==> config.mk <==
export PLATFORM = sky130hd
export DESIGN_NAME = sha256_hash_engine
export DESIGN_NICKNAME = d
export VERILOG_FILES = /design/src/hdl/shae_pkg.sv /design/src/hdl/shae_ram.sv /design/src/hdl/shae_round.sv /design/src/hdl/sha256_hash_engine.sv
export SDC_FILE = /design/constraint.sdc
export NUM_CORES = 2
export LEC_CHECK = 0
export ABC_AREA = 1
export BUFFER_PORTS_ARGS = -buffer_cell sky130_fd_sc_hd__buf_2
export CAP_MARGIN = 20
export CORE_ASPECT_RATIO = 0.9
export CORE_MARGIN = 3
export CORE_UTILIZATION = 50
export DETAILED_ROUTE_END_ITERATION = 7
export GPL_TIMING_DRIVEN = 0
export HOLD_SLACK_MARGIN = 0.1
export PLACE_DENSITY = 0.65
export SKIP_LAST_GASP = 1
export SLEW_MARGIN = 10
export SYNTH_ARGS = -nofsm -noshare
export SYNTH_HDL_FRONTEND = slang
export SYNTH_SLANG_ARGS = --single-unit
==> constraint.sdc <==
create_clock -name i_clk -period 33 [get_ports i_clk]
set_input_delay 0 -clock i_clk [delete_from_list [all_inputs] [get_ports i_clk]]
set_output_delay 0 -clock i_clk [all_outputs]
set_load 0.02 [all_outputs]
==> src/hdl/shae_pkg.sv <==
`timescale 1ns / 1ps
// Shared types and constants of the SHA-256 hash engine.
// No dependencies; every other file of the block but shae_ram uses it.
package shae_pkg;

    typedef struct packed {
        logic       kind;
        logic [7:0] data_byte;
    } t_in_item;

    typedef struct packed {
        logic [31:0] digest_word;
        logic [2:0]  word_index;
        logic        last_word;
    } t_out_item;

    // Control from the sequencer to the round datapath
    typedef struct packed {
        logic load_v;   // shift a hash word into the working variables
        logic round;    // run one compression round
        logic w_shift;  // advance the schedule window
        logic w_mem;    // next schedule word comes from the block memory
    } t_rnd_ctl;

    // Input transfer kinds
    localparam logic KIND_BYTE   = 1'b0;
    localparam logic KIND_FINISH = 1'b1;

    localparam int unsigned BLK_WORDS = 16;
    localparam int unsigned HASH_WORDS = 8;

    localparam logic [7:0] PAD_MARK    = 8'h80;
    localparam logic [5:0] PAD_LEN_POS = 6'd56;
    localparam logic [5:0] BLK_LAST    = 6'd63;
    localparam logic [5:0] SCHED_MEM_END = 6'd15;

    localparam logic [31:0] SHAE_IV [HASH_WORDS] = '{
        32'h6A09E667, 32'hBB67AE85, 32'h3C6EF372, 32'hA54FF53A,
        32'h510E527F, 32'h9B05688C, 32'h1F83D9AB, 32'h5BE0CD19
    };

    localparam logic [31:0] SHAE_K [64] = '{
        32'h428a2f98, 32'h71374491, 32'hb5c0fbcf, 32'he9b5dba5, 32'h3956c25b,
        32'h59f111f1, 32'h923f82a4, 32'hab1c5ed5, 32'hd807aa98, 32'h12835b01,
        32'h243185be, 32'h550c7dc3, 32'h72be5d74, 32'h80deb1fe, 32'h9bdc06a7,
        32'hc19bf174, 32'he49b69c1, 32'hefbe4786, 32'h0fc19dc6, 32'h240ca1cc,
        32'h2de92c6f, 32'h4a7484aa, 32'h5cb0a9dc, 32'h76f988da, 32'h983e5152,
        32'ha831c66d, 32'hb00327c8, 32'hbf597fc7, 32'hc6e00bf3, 32'hd5a79147,
        32'h06ca6351, 32'h14292967, 32'h27b70a85, 32'h2e1b2138, 32'h4d2c6dfc,
        32'h53380d13, 32'h650a7354, 32'h766a0abb, 32'h81c2c92e, 32'h92722c85,
        32'ha2bfe8a1, 32'ha81a664b, 32'hc24b8b70, 32'hc76c51a3, 32'hd192e819,
        32'hd6990624, 32'hf40e3585, 32'h106aa070, 32'h19a4c116, 32'h1e376c08,
        32'h2748774c, 32'h34b0bcb5, 32'h391c0cb3, 32'h4ed8aa4a, 32'h5b9cca4f,
        32'h682e6ff3, 32'h748f82ee, 32'h78a5636f, 32'h84c87814, 32'h8cc70208,
        32'h90befffa, 32'ha4506ceb, 32'hbef9a3f7, 32'hc67178f2
    };

endpackage

==> src/hdl/shae_ram.sv <==
`timescale 1ns / 1ps
// Generic single-write, single-read RAM with registered read data.
// No dependencies.
module shae_ram #(
    parameter int unsigned WIDTH = 32,
    parameter int unsigned DEPTH = 16
) (
    input  logic                     i_clk,
    input  logic                     i_we,
    input  logic [$clog2(DEPTH)-1:0] i_waddr,
    input  logic [WIDTH-1:0]         i_wdata,
    input  logic [$clog2(DEPTH)-1:0] i_raddr,
    output logic [WIDTH-1:0]         o_rdata
);
    logic [WIDTH-1:0] r_mem [DEPTH];
    logic [WIDTH-1:0] r_rdata;

    always_ff @(posedge i_clk) begin
        if (i_we) begin
            r_mem[i_waddr] <= i_wdata;
        end
        r_rdata <= r_mem[i_raddr];
    end

    assign o_rdata = r_rdata;
endmodule

==> src/hdl/shae_round.sv <==
`timescale 1ns / 1ps
// Compression datapath: working variables a..h and the 16-word schedule window.
// Depends on shae_pkg.
module shae_round (
    input  logic               i_clk,
    input  shae_pkg::t_rnd_ctl i_ctl,
    input  logic [5:0]         i_t,
    input  logic [31:0]        i_mem_w,
    input  logic [31:0]        i_h_word,
    output logic [31:0]        o_v0
);
    import shae_pkg::*;

    logic [31:0] r_v [8];
    logic [31:0] r_w [16];   // r_w[15] is W(t), r_w[0] is W(t-15)
    logic [31:0] w_calc, w_in, s0, s1, ss0, ss1, ch, maj, t0, t1;

    function automatic logic [31:0] rotr(input logic [31:0] x, input int unsigned n);
        rotr = (x >> n) | (x << (32 - n));
    endfunction

    always_comb begin
        s0     = rotr(r_w[1], 7) ^ rotr(r_w[1], 18) ^ (r_w[1] >> 3);
        s1     = rotr(r_w[14], 17) ^ rotr(r_w[14], 19) ^ (r_w[14] >> 10);
        w_calc = s1 + r_w[9] + s0 + r_w[0];
        w_in   = i_ctl.w_mem ? i_mem_w : w_calc;
        ss1    = rotr(r_v[4], 6) ^ rotr(r_v[4], 11) ^ rotr(r_v[4], 25);
        ch     = r_v[6] ^ (r_v[4] & (r_v[5] ^ r_v[6]));
        t0     = r_v[7] + ss1 + ch + SHAE_K[i_t] + r_w[15];
        ss0    = rotr(r_v[0], 2) ^ rotr(r_v[0], 13) ^ rotr(r_v[0], 22);
        maj    = (r_v[0] & r_v[1]) | (r_v[0] & r_v[2]) | (r_v[1] & r_v[2]);
        t1     = ss0 + maj;
    end

    always_ff @(posedge i_clk) begin
        if (i_ctl.load_v) begin
            for (int j = 0; j < 7; j++) begin
                r_v[j] <= r_v[j+1];
            end
            r_v[7] <= i_h_word;
        end else if (i_ctl.round) begin
            r_v[7] <= r_v[6];
            r_v[6] <= r_v[5];
            r_v[5] <= r_v[4];
            r_v[4] <= r_v[3] + t0;
            r_v[3] <= r_v[2];
            r_v[2] <= r_v[1];
            r_v[1] <= r_v[0];
            r_v[0] <= t0 + t1;
        end
        if (i_ctl.w_shift) begin
            for (int j = 0; j < 15; j++) begin
                r_w[j] <= r_w[j+1];
            end
            r_w[15] <= w_in;
        end
    end

    assign o_v0 = r_v[0];
endmodule

==> src/hdl/sha256_hash_engine.sv <==
`timescale 1ns / 1ps
// SHA-256 hash engine top level: sequencer, byte packing, padding, hash state memory.
// Depends on shae_pkg, shae_ram, shae_round.
//
//  channel | valid   | stall    | payload
//  --------+---------+----------+-----------------------------
//  input   | i_valid | o_stall  | i_item  (kind, data_byte)
//  output  | o_valid | i_stall  | o_item  (digest_word, word_index, last_word)
//
// The engine takes message bytes while idle; the 64th byte of a block starts one
// compression (8 hash reads, 64 rounds, 8 add-and-write-backs of the hash words).
// Finish runs padding one byte per cycle, held while a compression runs, with a
// turn step before the length field, one or two compressions, then emits the 8
// words from the hash memory, each through a read state and an output-load state.
// Reset (synchronous, active low) clears the sequencer, byte count and the
// hash-word valid bits; an invalid hash entry reads as its initial value.
// The output register lets the last word wait while the next item is taken;
// a stall on the output while earlier words are pending holds the sequencer.
module sha256_hash_engine (
    input  logic                i_clk,
    input  logic                i_rst_n,
    input  logic                i_valid,
    input  shae_pkg::t_in_item  i_item,
    output logic                o_stall,
    output logic                o_valid,
    input  logic                i_stall,
    output shae_pkg::t_out_item o_item
);
    import shae_pkg::*;

    typedef enum logic [2:0] {
        S_IDLE, S_PAD, S_LOADH, S_ROUND, S_ADD, S_EMIT_RD, S_EMIT_LD
    } t_state;

    typedef enum logic [1:0] {P_MARK, P_ZERO, P_LEN, P_DONE} t_pphase;

    t_state      r_state, n_state;
    t_pphase     r_pphase, n_pphase;
    logic        r_fin, n_fin;
    logic [5:0]  r_pos, n_pos;        // fill position within the block
    logic [60:0] r_count, n_count;    // message byte count, wraps at 2^61
    logic [63:0] r_bits, n_bits;      // bit length, shifted out MSB first
    logic [23:0] r_word, n_word;      // bytes gathered toward the next word
    logic [3:0]  r_k, n_k;
    logic [5:0]  r_t, n_t;
    logic [7:0]  r_hv, n_hv;          // hash entry written since last digest
    logic        r_h_rdv;
    logic [2:0]  r_h_rda;
    logic        r_ovalid, n_ovalid;
    t_out_item   r_oitem, n_oitem;

    logic        do_byte;
    logic [7:0]  byte_val;
    t_rnd_ctl    ctl;
    logic        h_we;
    logic [2:0]  h_waddr;
    logic [31:0] h_rdata, h_word, h_wdata, v0, b_rdata;
    logic [3:0]  b_raddr;

    assign h_word  = r_h_rdv ? h_rdata : SHAE_IV[r_h_rda];
    assign h_wdata = h_word + v0;
    assign h_waddr = r_k[2:0] - 3'd1;

    always_comb begin
        case (r_state)
            S_LOADH: b_raddr = (r_k == 4'd8) ? 4'd1 : 4'd0;
            S_ROUND: b_raddr = r_t[3:0] + 4'd2;
            default: b_raddr = 4'd0;
        endcase
    end

    always_comb begin
        n_state  = r_state;
        n_pphase = r_pphase;
        n_fin    = r_fin;
        n_pos    = r_pos;
        n_count  = r_count;
        n_bits   = r_bits;
        n_word   = r_word;
        n_k      = r_k;
        n_t      = r_t;
        n_hv     = r_hv;
        n_ovalid = r_ovalid;
        n_oitem  = r_oitem;
        do_byte  = 1'b0;
        byte_val = 8'd0;
        ctl      = '0;
        h_we     = 1'b0;

        if (r_ovalid && !i_stall) begin
            n_ovalid = 1'b0;
        end

        case (r_state)
            S_IDLE: begin
                if (i_valid) begin
                    if (i_item.kind == KIND_BYTE) begin
                        do_byte  = 1'b1;
                        byte_val = i_item.data_byte;
                        n_count  = r_count + 61'd1;
                    end else begin
                        n_fin    = 1'b1;
                        n_bits   = {r_count, 3'b000};
                        n_pphase = P_MARK;
                        n_state  = S_PAD;
                    end
                end
            end
            S_PAD: begin
                case (r_pphase)
                    P_MARK: begin
                        do_byte  = 1'b1;
                        byte_val = PAD_MARK;
                        n_pphase = P_ZERO;
                    end
                    P_ZERO: begin
                        if (r_pos == PAD_LEN_POS) begin
                            n_pphase = P_LEN;
                        end else begin
                            do_byte = 1'b1;
                        end
                    end
                    P_LEN: begin
                        do_byte  = 1'b1;
                        byte_val = r_bits[63:56];
                        n_bits   = r_bits << 8;
                        if (r_pos == BLK_LAST) begin
                            n_pphase = P_DONE;
                        end
                    end
                    default: ;
                endcase
            end
            S_LOADH: begin
                ctl.load_v = (r_k != 4'd0);
                if (r_k == 4'd8) begin
                    ctl.w_shift = 1'b1;
                    ctl.w_mem   = 1'b1;
                    n_t         = 6'd0;
                    n_state     = S_ROUND;
                end else begin
                    n_k = r_k + 4'd1;
                end
            end
            S_ROUND: begin
                ctl.round   = 1'b1;
                ctl.w_shift = 1'b1;
                ctl.w_mem   = (r_t < SCHED_MEM_END);
                n_t         = r_t + 6'd1;
                if (r_t == BLK_LAST) begin
                    n_k     = 4'd0;
                    n_state = S_ADD;
                end
            end
            S_ADD: begin
                if (r_k != 4'd0) begin
                    h_we          = 1'b1;
                    ctl.load_v    = 1'b1;
                    n_hv[h_waddr] = 1'b1;
                end
                if (r_k == 4'd8) begin
                    n_k = 4'd0;
                    if (!r_fin) begin
                        n_state = S_IDLE;
                    end else if (r_pphase == P_DONE) begin
                        n_state = S_EMIT_RD;
                    end else begin
                        n_state = S_PAD;
                    end
                end else begin
                    n_k = r_k + 4'd1;
                end
            end
            S_EMIT_RD: begin
                n_state = S_EMIT_LD;
            end
            S_EMIT_LD: begin
                if (!r_ovalid || !i_stall) begin
                    n_ovalid = 1'b1;
                    n_oitem  = '{digest_word: h_word, word_index: r_k[2:0],
                                 last_word: (r_k == 4'd7)};
                    if (r_k == 4'd7) begin
                        // digest out: back to the initial hash for the next message
                        n_hv    = '0;
                        n_fin   = 1'b0;
                        n_count = '0;
                        n_state = S_IDLE;
                    end else begin
                        n_k     = r_k + 4'd1;
                        n_state = S_EMIT_RD;
                    end
                end
            end
            default: n_state = S_IDLE;
        endcase

        if (do_byte) begin
            n_word = {r_word[15:0], byte_val};
            n_pos  = r_pos + 6'd1;
            if (r_pos == BLK_LAST) begin
                n_k     = 4'd0;
                n_state = S_LOADH;
            end
        end
    end

    always_ff @(posedge i_clk) begin
        if (!i_rst_n) begin
            r_state  <= S_IDLE;
            r_pphase <= P_MARK;
            r_fin    <= 1'b0;
            r_pos    <= '0;
            r_count  <= '0;
            r_k      <= '0;
            r_t      <= '0;
            r_hv     <= '0;
            r_ovalid <= 1'b0;
        end else begin
            r_state  <= n_state;
            r_pphase <= n_pphase;
            r_fin    <= n_fin;
            r_pos    <= n_pos;
            r_count  <= n_count;
            r_k      <= n_k;
            r_t      <= n_t;
            r_hv     <= n_hv;
            r_ovalid <= n_ovalid;
        end
        r_bits  <= n_bits;
        r_word  <= n_word;
        r_oitem <= n_oitem;
        r_h_rdv <= r_hv[r_k[2:0]];
        r_h_rda <= r_k[2:0];
    end

    shae_ram #(.WIDTH(32), .DEPTH(BLK_WORDS)) u_blk_ram (
        .i_clk   (i_clk),
        .i_we    (do_byte && (r_pos[1:0] == 2'd3)),
        .i_waddr (r_pos[5:2]),
        .i_wdata ({r_word, byte_val}),
        .i_raddr (b_raddr),
        .o_rdata (b_rdata)
    );

    shae_ram #(.WIDTH(32), .DEPTH(HASH_WORDS)) u_hash_ram (
        .i_clk   (i_clk),
        .i_we    (h_we),
        .i_waddr (h_waddr),
        .i_wdata (h_wdata),
        .i_raddr (r_k[2:0]),
        .o_rdata (h_rdata)
    );

    shae_round u_round (
        .i_clk    (i_clk),
        .i_ctl    (ctl),
        .i_t      (r_t),
        .i_mem_w  (b_rdata),
        .i_h_word (h_word),
        .o_v0     (v0)
    );

    assign o_stall = (r_state != S_IDLE);
    assign o_valid = r_ovalid;
    assign o_item  = r_oitem;
endmodule

==> impl_metrics.json <==
{
  "outcome": "completed",
  "wl_cell_um": 25.4,
  "sequential_cell_area_mm2": 0.0530,
  "multi_input_comb_area_mm2": 0.0296,
  "finalNetCount": 9007,
  "die_height_um": 404,
  "core_region_area_mm2": 0.174,
  "ctsLongestPathBuffers": 3,
  "postSynthRegisterBits": 1817,
  "grt_start_max_net_pins": 114,
  "antenna_violations_before_repair": 14,
  "setup_viol_count_final": 0,
  "per_cell_via_count_in_the_routed_design": 5.77,
  "cts_repair_resize_count": 0,
  "yosys_warnings": 0,
  "worstSetupStartpointType": "register",
  "vdd_ir_drop_max_v": 0.0000518,
  "post_synth.cell_area_avg_um2": 10.6,
  "postSynth.asyncResetShare_pct": 0,
  "grt_pass1_wl_mm": 407,
  "hold_violations": 0,
  "yosysSeqAreaShare_pct": 60.1,
  "yosys-top-cells-area": "edfxtp_1 57%, nand2_1 6.3%, inv_1 4.8%",
  "final-max-slew-violation-count": 0,
  "num_io_pins": 51,
  "power.leakage_uw": 0.0379,
  "fin_worst_skew_ns": 0.0642,
  "filler_cell_count": 14900,
  "critical_path.endpoint_type": "register",
  "max_clock_freq_mhz": 88.8,
  "floorplan.initialDensity_pct": 50.5,
  "detail-route-antenna-nets": 0,
  "drt_pre_antenna_iters": 6,
  "critPathMostFrequentCell": "nand2_1",
  "synth_area_mm2": 0.0881,
  "clock_sink_count": 1817,
  "path_clk_slew_ns": 0.06,
  "power-per-cell-area_mw_per_mm2": 47.3,
  "cts_tree": "built",
  "number_of_global_route_vias_before_repair": 60600,
  "timing.hold.worst.class": "in2reg",
  "fp.dieW_um": 448,
  "std_cell_rows": 145,
  "ctsHtreeMaxLevel": 4,
  "globalRouteOverflowTotal": 0,
  "synth_area_leader_cell": "edfxtp_1",
  "tritoncts.num_buffers": 183,
  "finish.utilization_pct": 56.7,
  "cp_data_arrival_time_ns": 11.84,
  "critical_path_required_ns": 33.59,
  "path_max_fanout": 12,
  "post-route-drc-count": 0,
  "netlist_instances": 8296,
  "post-cts-setup-buffers": 0,
  "post_route_setup_tns_ns": 0,
  "vias": 64200,
  "layout_min_cycle_time_ns": 11.26,
  "holdWs_ns": 0.297,
  "synthesis.nets": 8688,
  "post_route_cells_drive_above_1_share_pct": 6.02,
  "fin_total_pwr_uw": 4670,
  "final_weighted_congestion_of_routability_driven_global_placement": 1.00,
  "ctsRootBufferMaster": "clkbuf_16",
  "timing.final.crit_share_pct": 34.1,
  "worst_pin_slew_ns": 1.24,
  "synth_edf_count": 1657,
  "clock_insertion_delay_worst_skew_ns": 0.84,
  "port_buffers": 49,
  "syn_to_final_growth_pct": 12.2,
  "groute.usage.overall_pct": 30.8,
  "rsz0062_at_grt": "false",
  "timing.critical_path.buf_inv": 6,
  "drtIter0Drc": 9134,
  "antenna_cells": 0,
  "crit_slowest_cell": "o211ai_1",
  "yosys_most_used_dff": "edfxtp_1",
  "dpl.hpwl_mm": 211,
  "worstSetupPathType": "reg2reg",
  "placedInstanceArea_mm2": 0.0925,
  "maxCapViolations": 0,
  "finalInstanceArea_mm2": 0.0988,
  "post_synth_num_cell_types": 57,
  "slew_headroom_pct": 17.5,
  "proportion_of_netlist_area_held_by_the_largest_area_contributor_pct": 56.5,
  "timing.critical_path.max_delay_family": "adder cells",
  "fp.dieArea_mm2": 0.181,
  "drt-total-wl_mm": 282,
  "slowest_delay_ns": 0.63
}
-- flip-flops by register name, indices dropped and copies added, names as in the netlist, 2 cells and up --
name                count
u_blk_ram.r_mem       512
u_round.r_w           512
u_hash_ram.r_mem      256
u_round.r_v           256
r_bits                 61
r_count                61
o_item                 36
u_blk_ram.o_rdata      32
u_hash_ram.o_rdata     32
r_word                 24
r_hv                    8
r_pos                   6
r_t                     6
r_k                     4
r_h_rda                 3
r_state                 3
r_pphase                2
-- synthesized netlist by cell type (5+ instances only) --
| cell type | n |
|---|---|
| o21a_1 | 15 |
| o211ai_1 | 273 |
| edfxtp_1 | 1657 |
| xor2_1 | 185 |
| o31ai_1 | 9 |
| nand2_1 | 1482 |
| a21oi_1 | 297 |
| nand3_1 | 397 |
| a21o_1 | 17 |
| or2_2 | 30 |
| dfxtp_1 | 160 |
| nor3_1 | 94 |
| o21bai_1 | 18 |
| inv_2 | 10 |
| inv_1 | 1130 |
| o22ai_1 | 42 |
| buf_1 | 17 |
| a31oi_1 | 61 |
| ha_1 | 191 |
| o221ai_1 | 16 |
| a221oi_1 | 9 |
| a21boi_0 | 16 |
| fa_1 | 188 |
| nand4_1 | 68 |
| xnor2_1 | 169 |
| a211oi_1 | 12 |
| nor4_1 | 19 |
| buf_2 | 67 |
| nor2_1 | 633 |
| nor3b_1 | 5 |
| clkbuf_1 | 265 |
| nand3b_1 | 12 |
| o21ai_0 | 676 |
| clkinv_1 | 5 |
| a22o_1 | 9 |
-- placed cells by master (no fill, tap or decap), types with 31 or more instances in the layout --
cell       Yosys  layout
buf_4          0      31
o21ai_0      676     675
nand2_1     1482    1479
a21oi_1      297     297
fa_1         188     188
o22ai_1       42      42
ha_1         191     191
nand3_1      397     397
o211ai_1     273     273
buf_2         67     119
nor3_1        94      90
clkbuf_1     265     314
clkbuf_16      0     186
inv_1       1130    1128
a31oi_1       61      61
dfxtp_1      160     160
edfxtp_1    1657    1657
xnor2_1      169     168
xor2_1       185     183
nand4_1       68      68
nor2_1       633     617
clkinv_1       5      34
-- cells by family after synthesis --
logic type	Yosys count	synth area share, %
buffers and inverters	1494	6.46
DFF	1817	60.1
and+or+nand+nor	2749	12.9
adders and majority gates	381	7.01
AOI/OAI and AO/OA	1501	9.99
xor gates and xnor gates	354	3.52
-- area by class of cell --
class	count	area share, %
multi-input cells	4985	30.0
flip-flops and latches	1817	53.6
clock inverters	99	1.27
well taps	2352	2.98
clock buffers	238	4.94
plain buffers	349	1.41
inverters	1145	4.36
repair buffers	134	1.45
-- routing by layer --
layer	track usage [%]	part of all wire, %
met4	9.85	3.5
met2	44.6	42
met5	0	0.025
met3	6.69	11
met1	46.3	43
-- worst paths after layout --
path / start / end / slack, ns / cells after the start
max: r_t[0] / u_round.r_v[0][31] / 21.74 / 36
min reg2reg: u_round.r_w[1][148] / u_round.r_w[1][116] / 0.37 / 0
min: i_rst_n / r_pos[3] / 0.30 / 4
max reg2reg: r_t[0] / u_round.r_v[0][31] / 21.74 / 36
-- what timing repair did --
item                       4_1_cts  5_1_grt
hold endpoints to repair       281        0
hold buffers                    13        0
setup endpoints to repair        0        0
-- tightest hold or removal path: stages --
cell and delay (ns):
dlygate4sd3_1 0.58, clkbuf_1 0.31, nand2_1 0.15, nor2_1 0.03
-- where the power goes --
part / internal, uW / switching, uW
registers: 2500 / 16.9
clock network: 1200 / 921
logic: 8.27 / 24.7
total: 3710 / 962
-- per-stage QoR --
stage / instances / setup WS, ns
floorplan: 8296 / 20.21
global placement: 10700 / 15.60
detailed placement: 10800 / 22.04
CTS: 11100 / 22.01
global route: 11100 / 21.35
finish: 11100 / 21.74
Note: power is estimated with default switching activity, not from simulation.
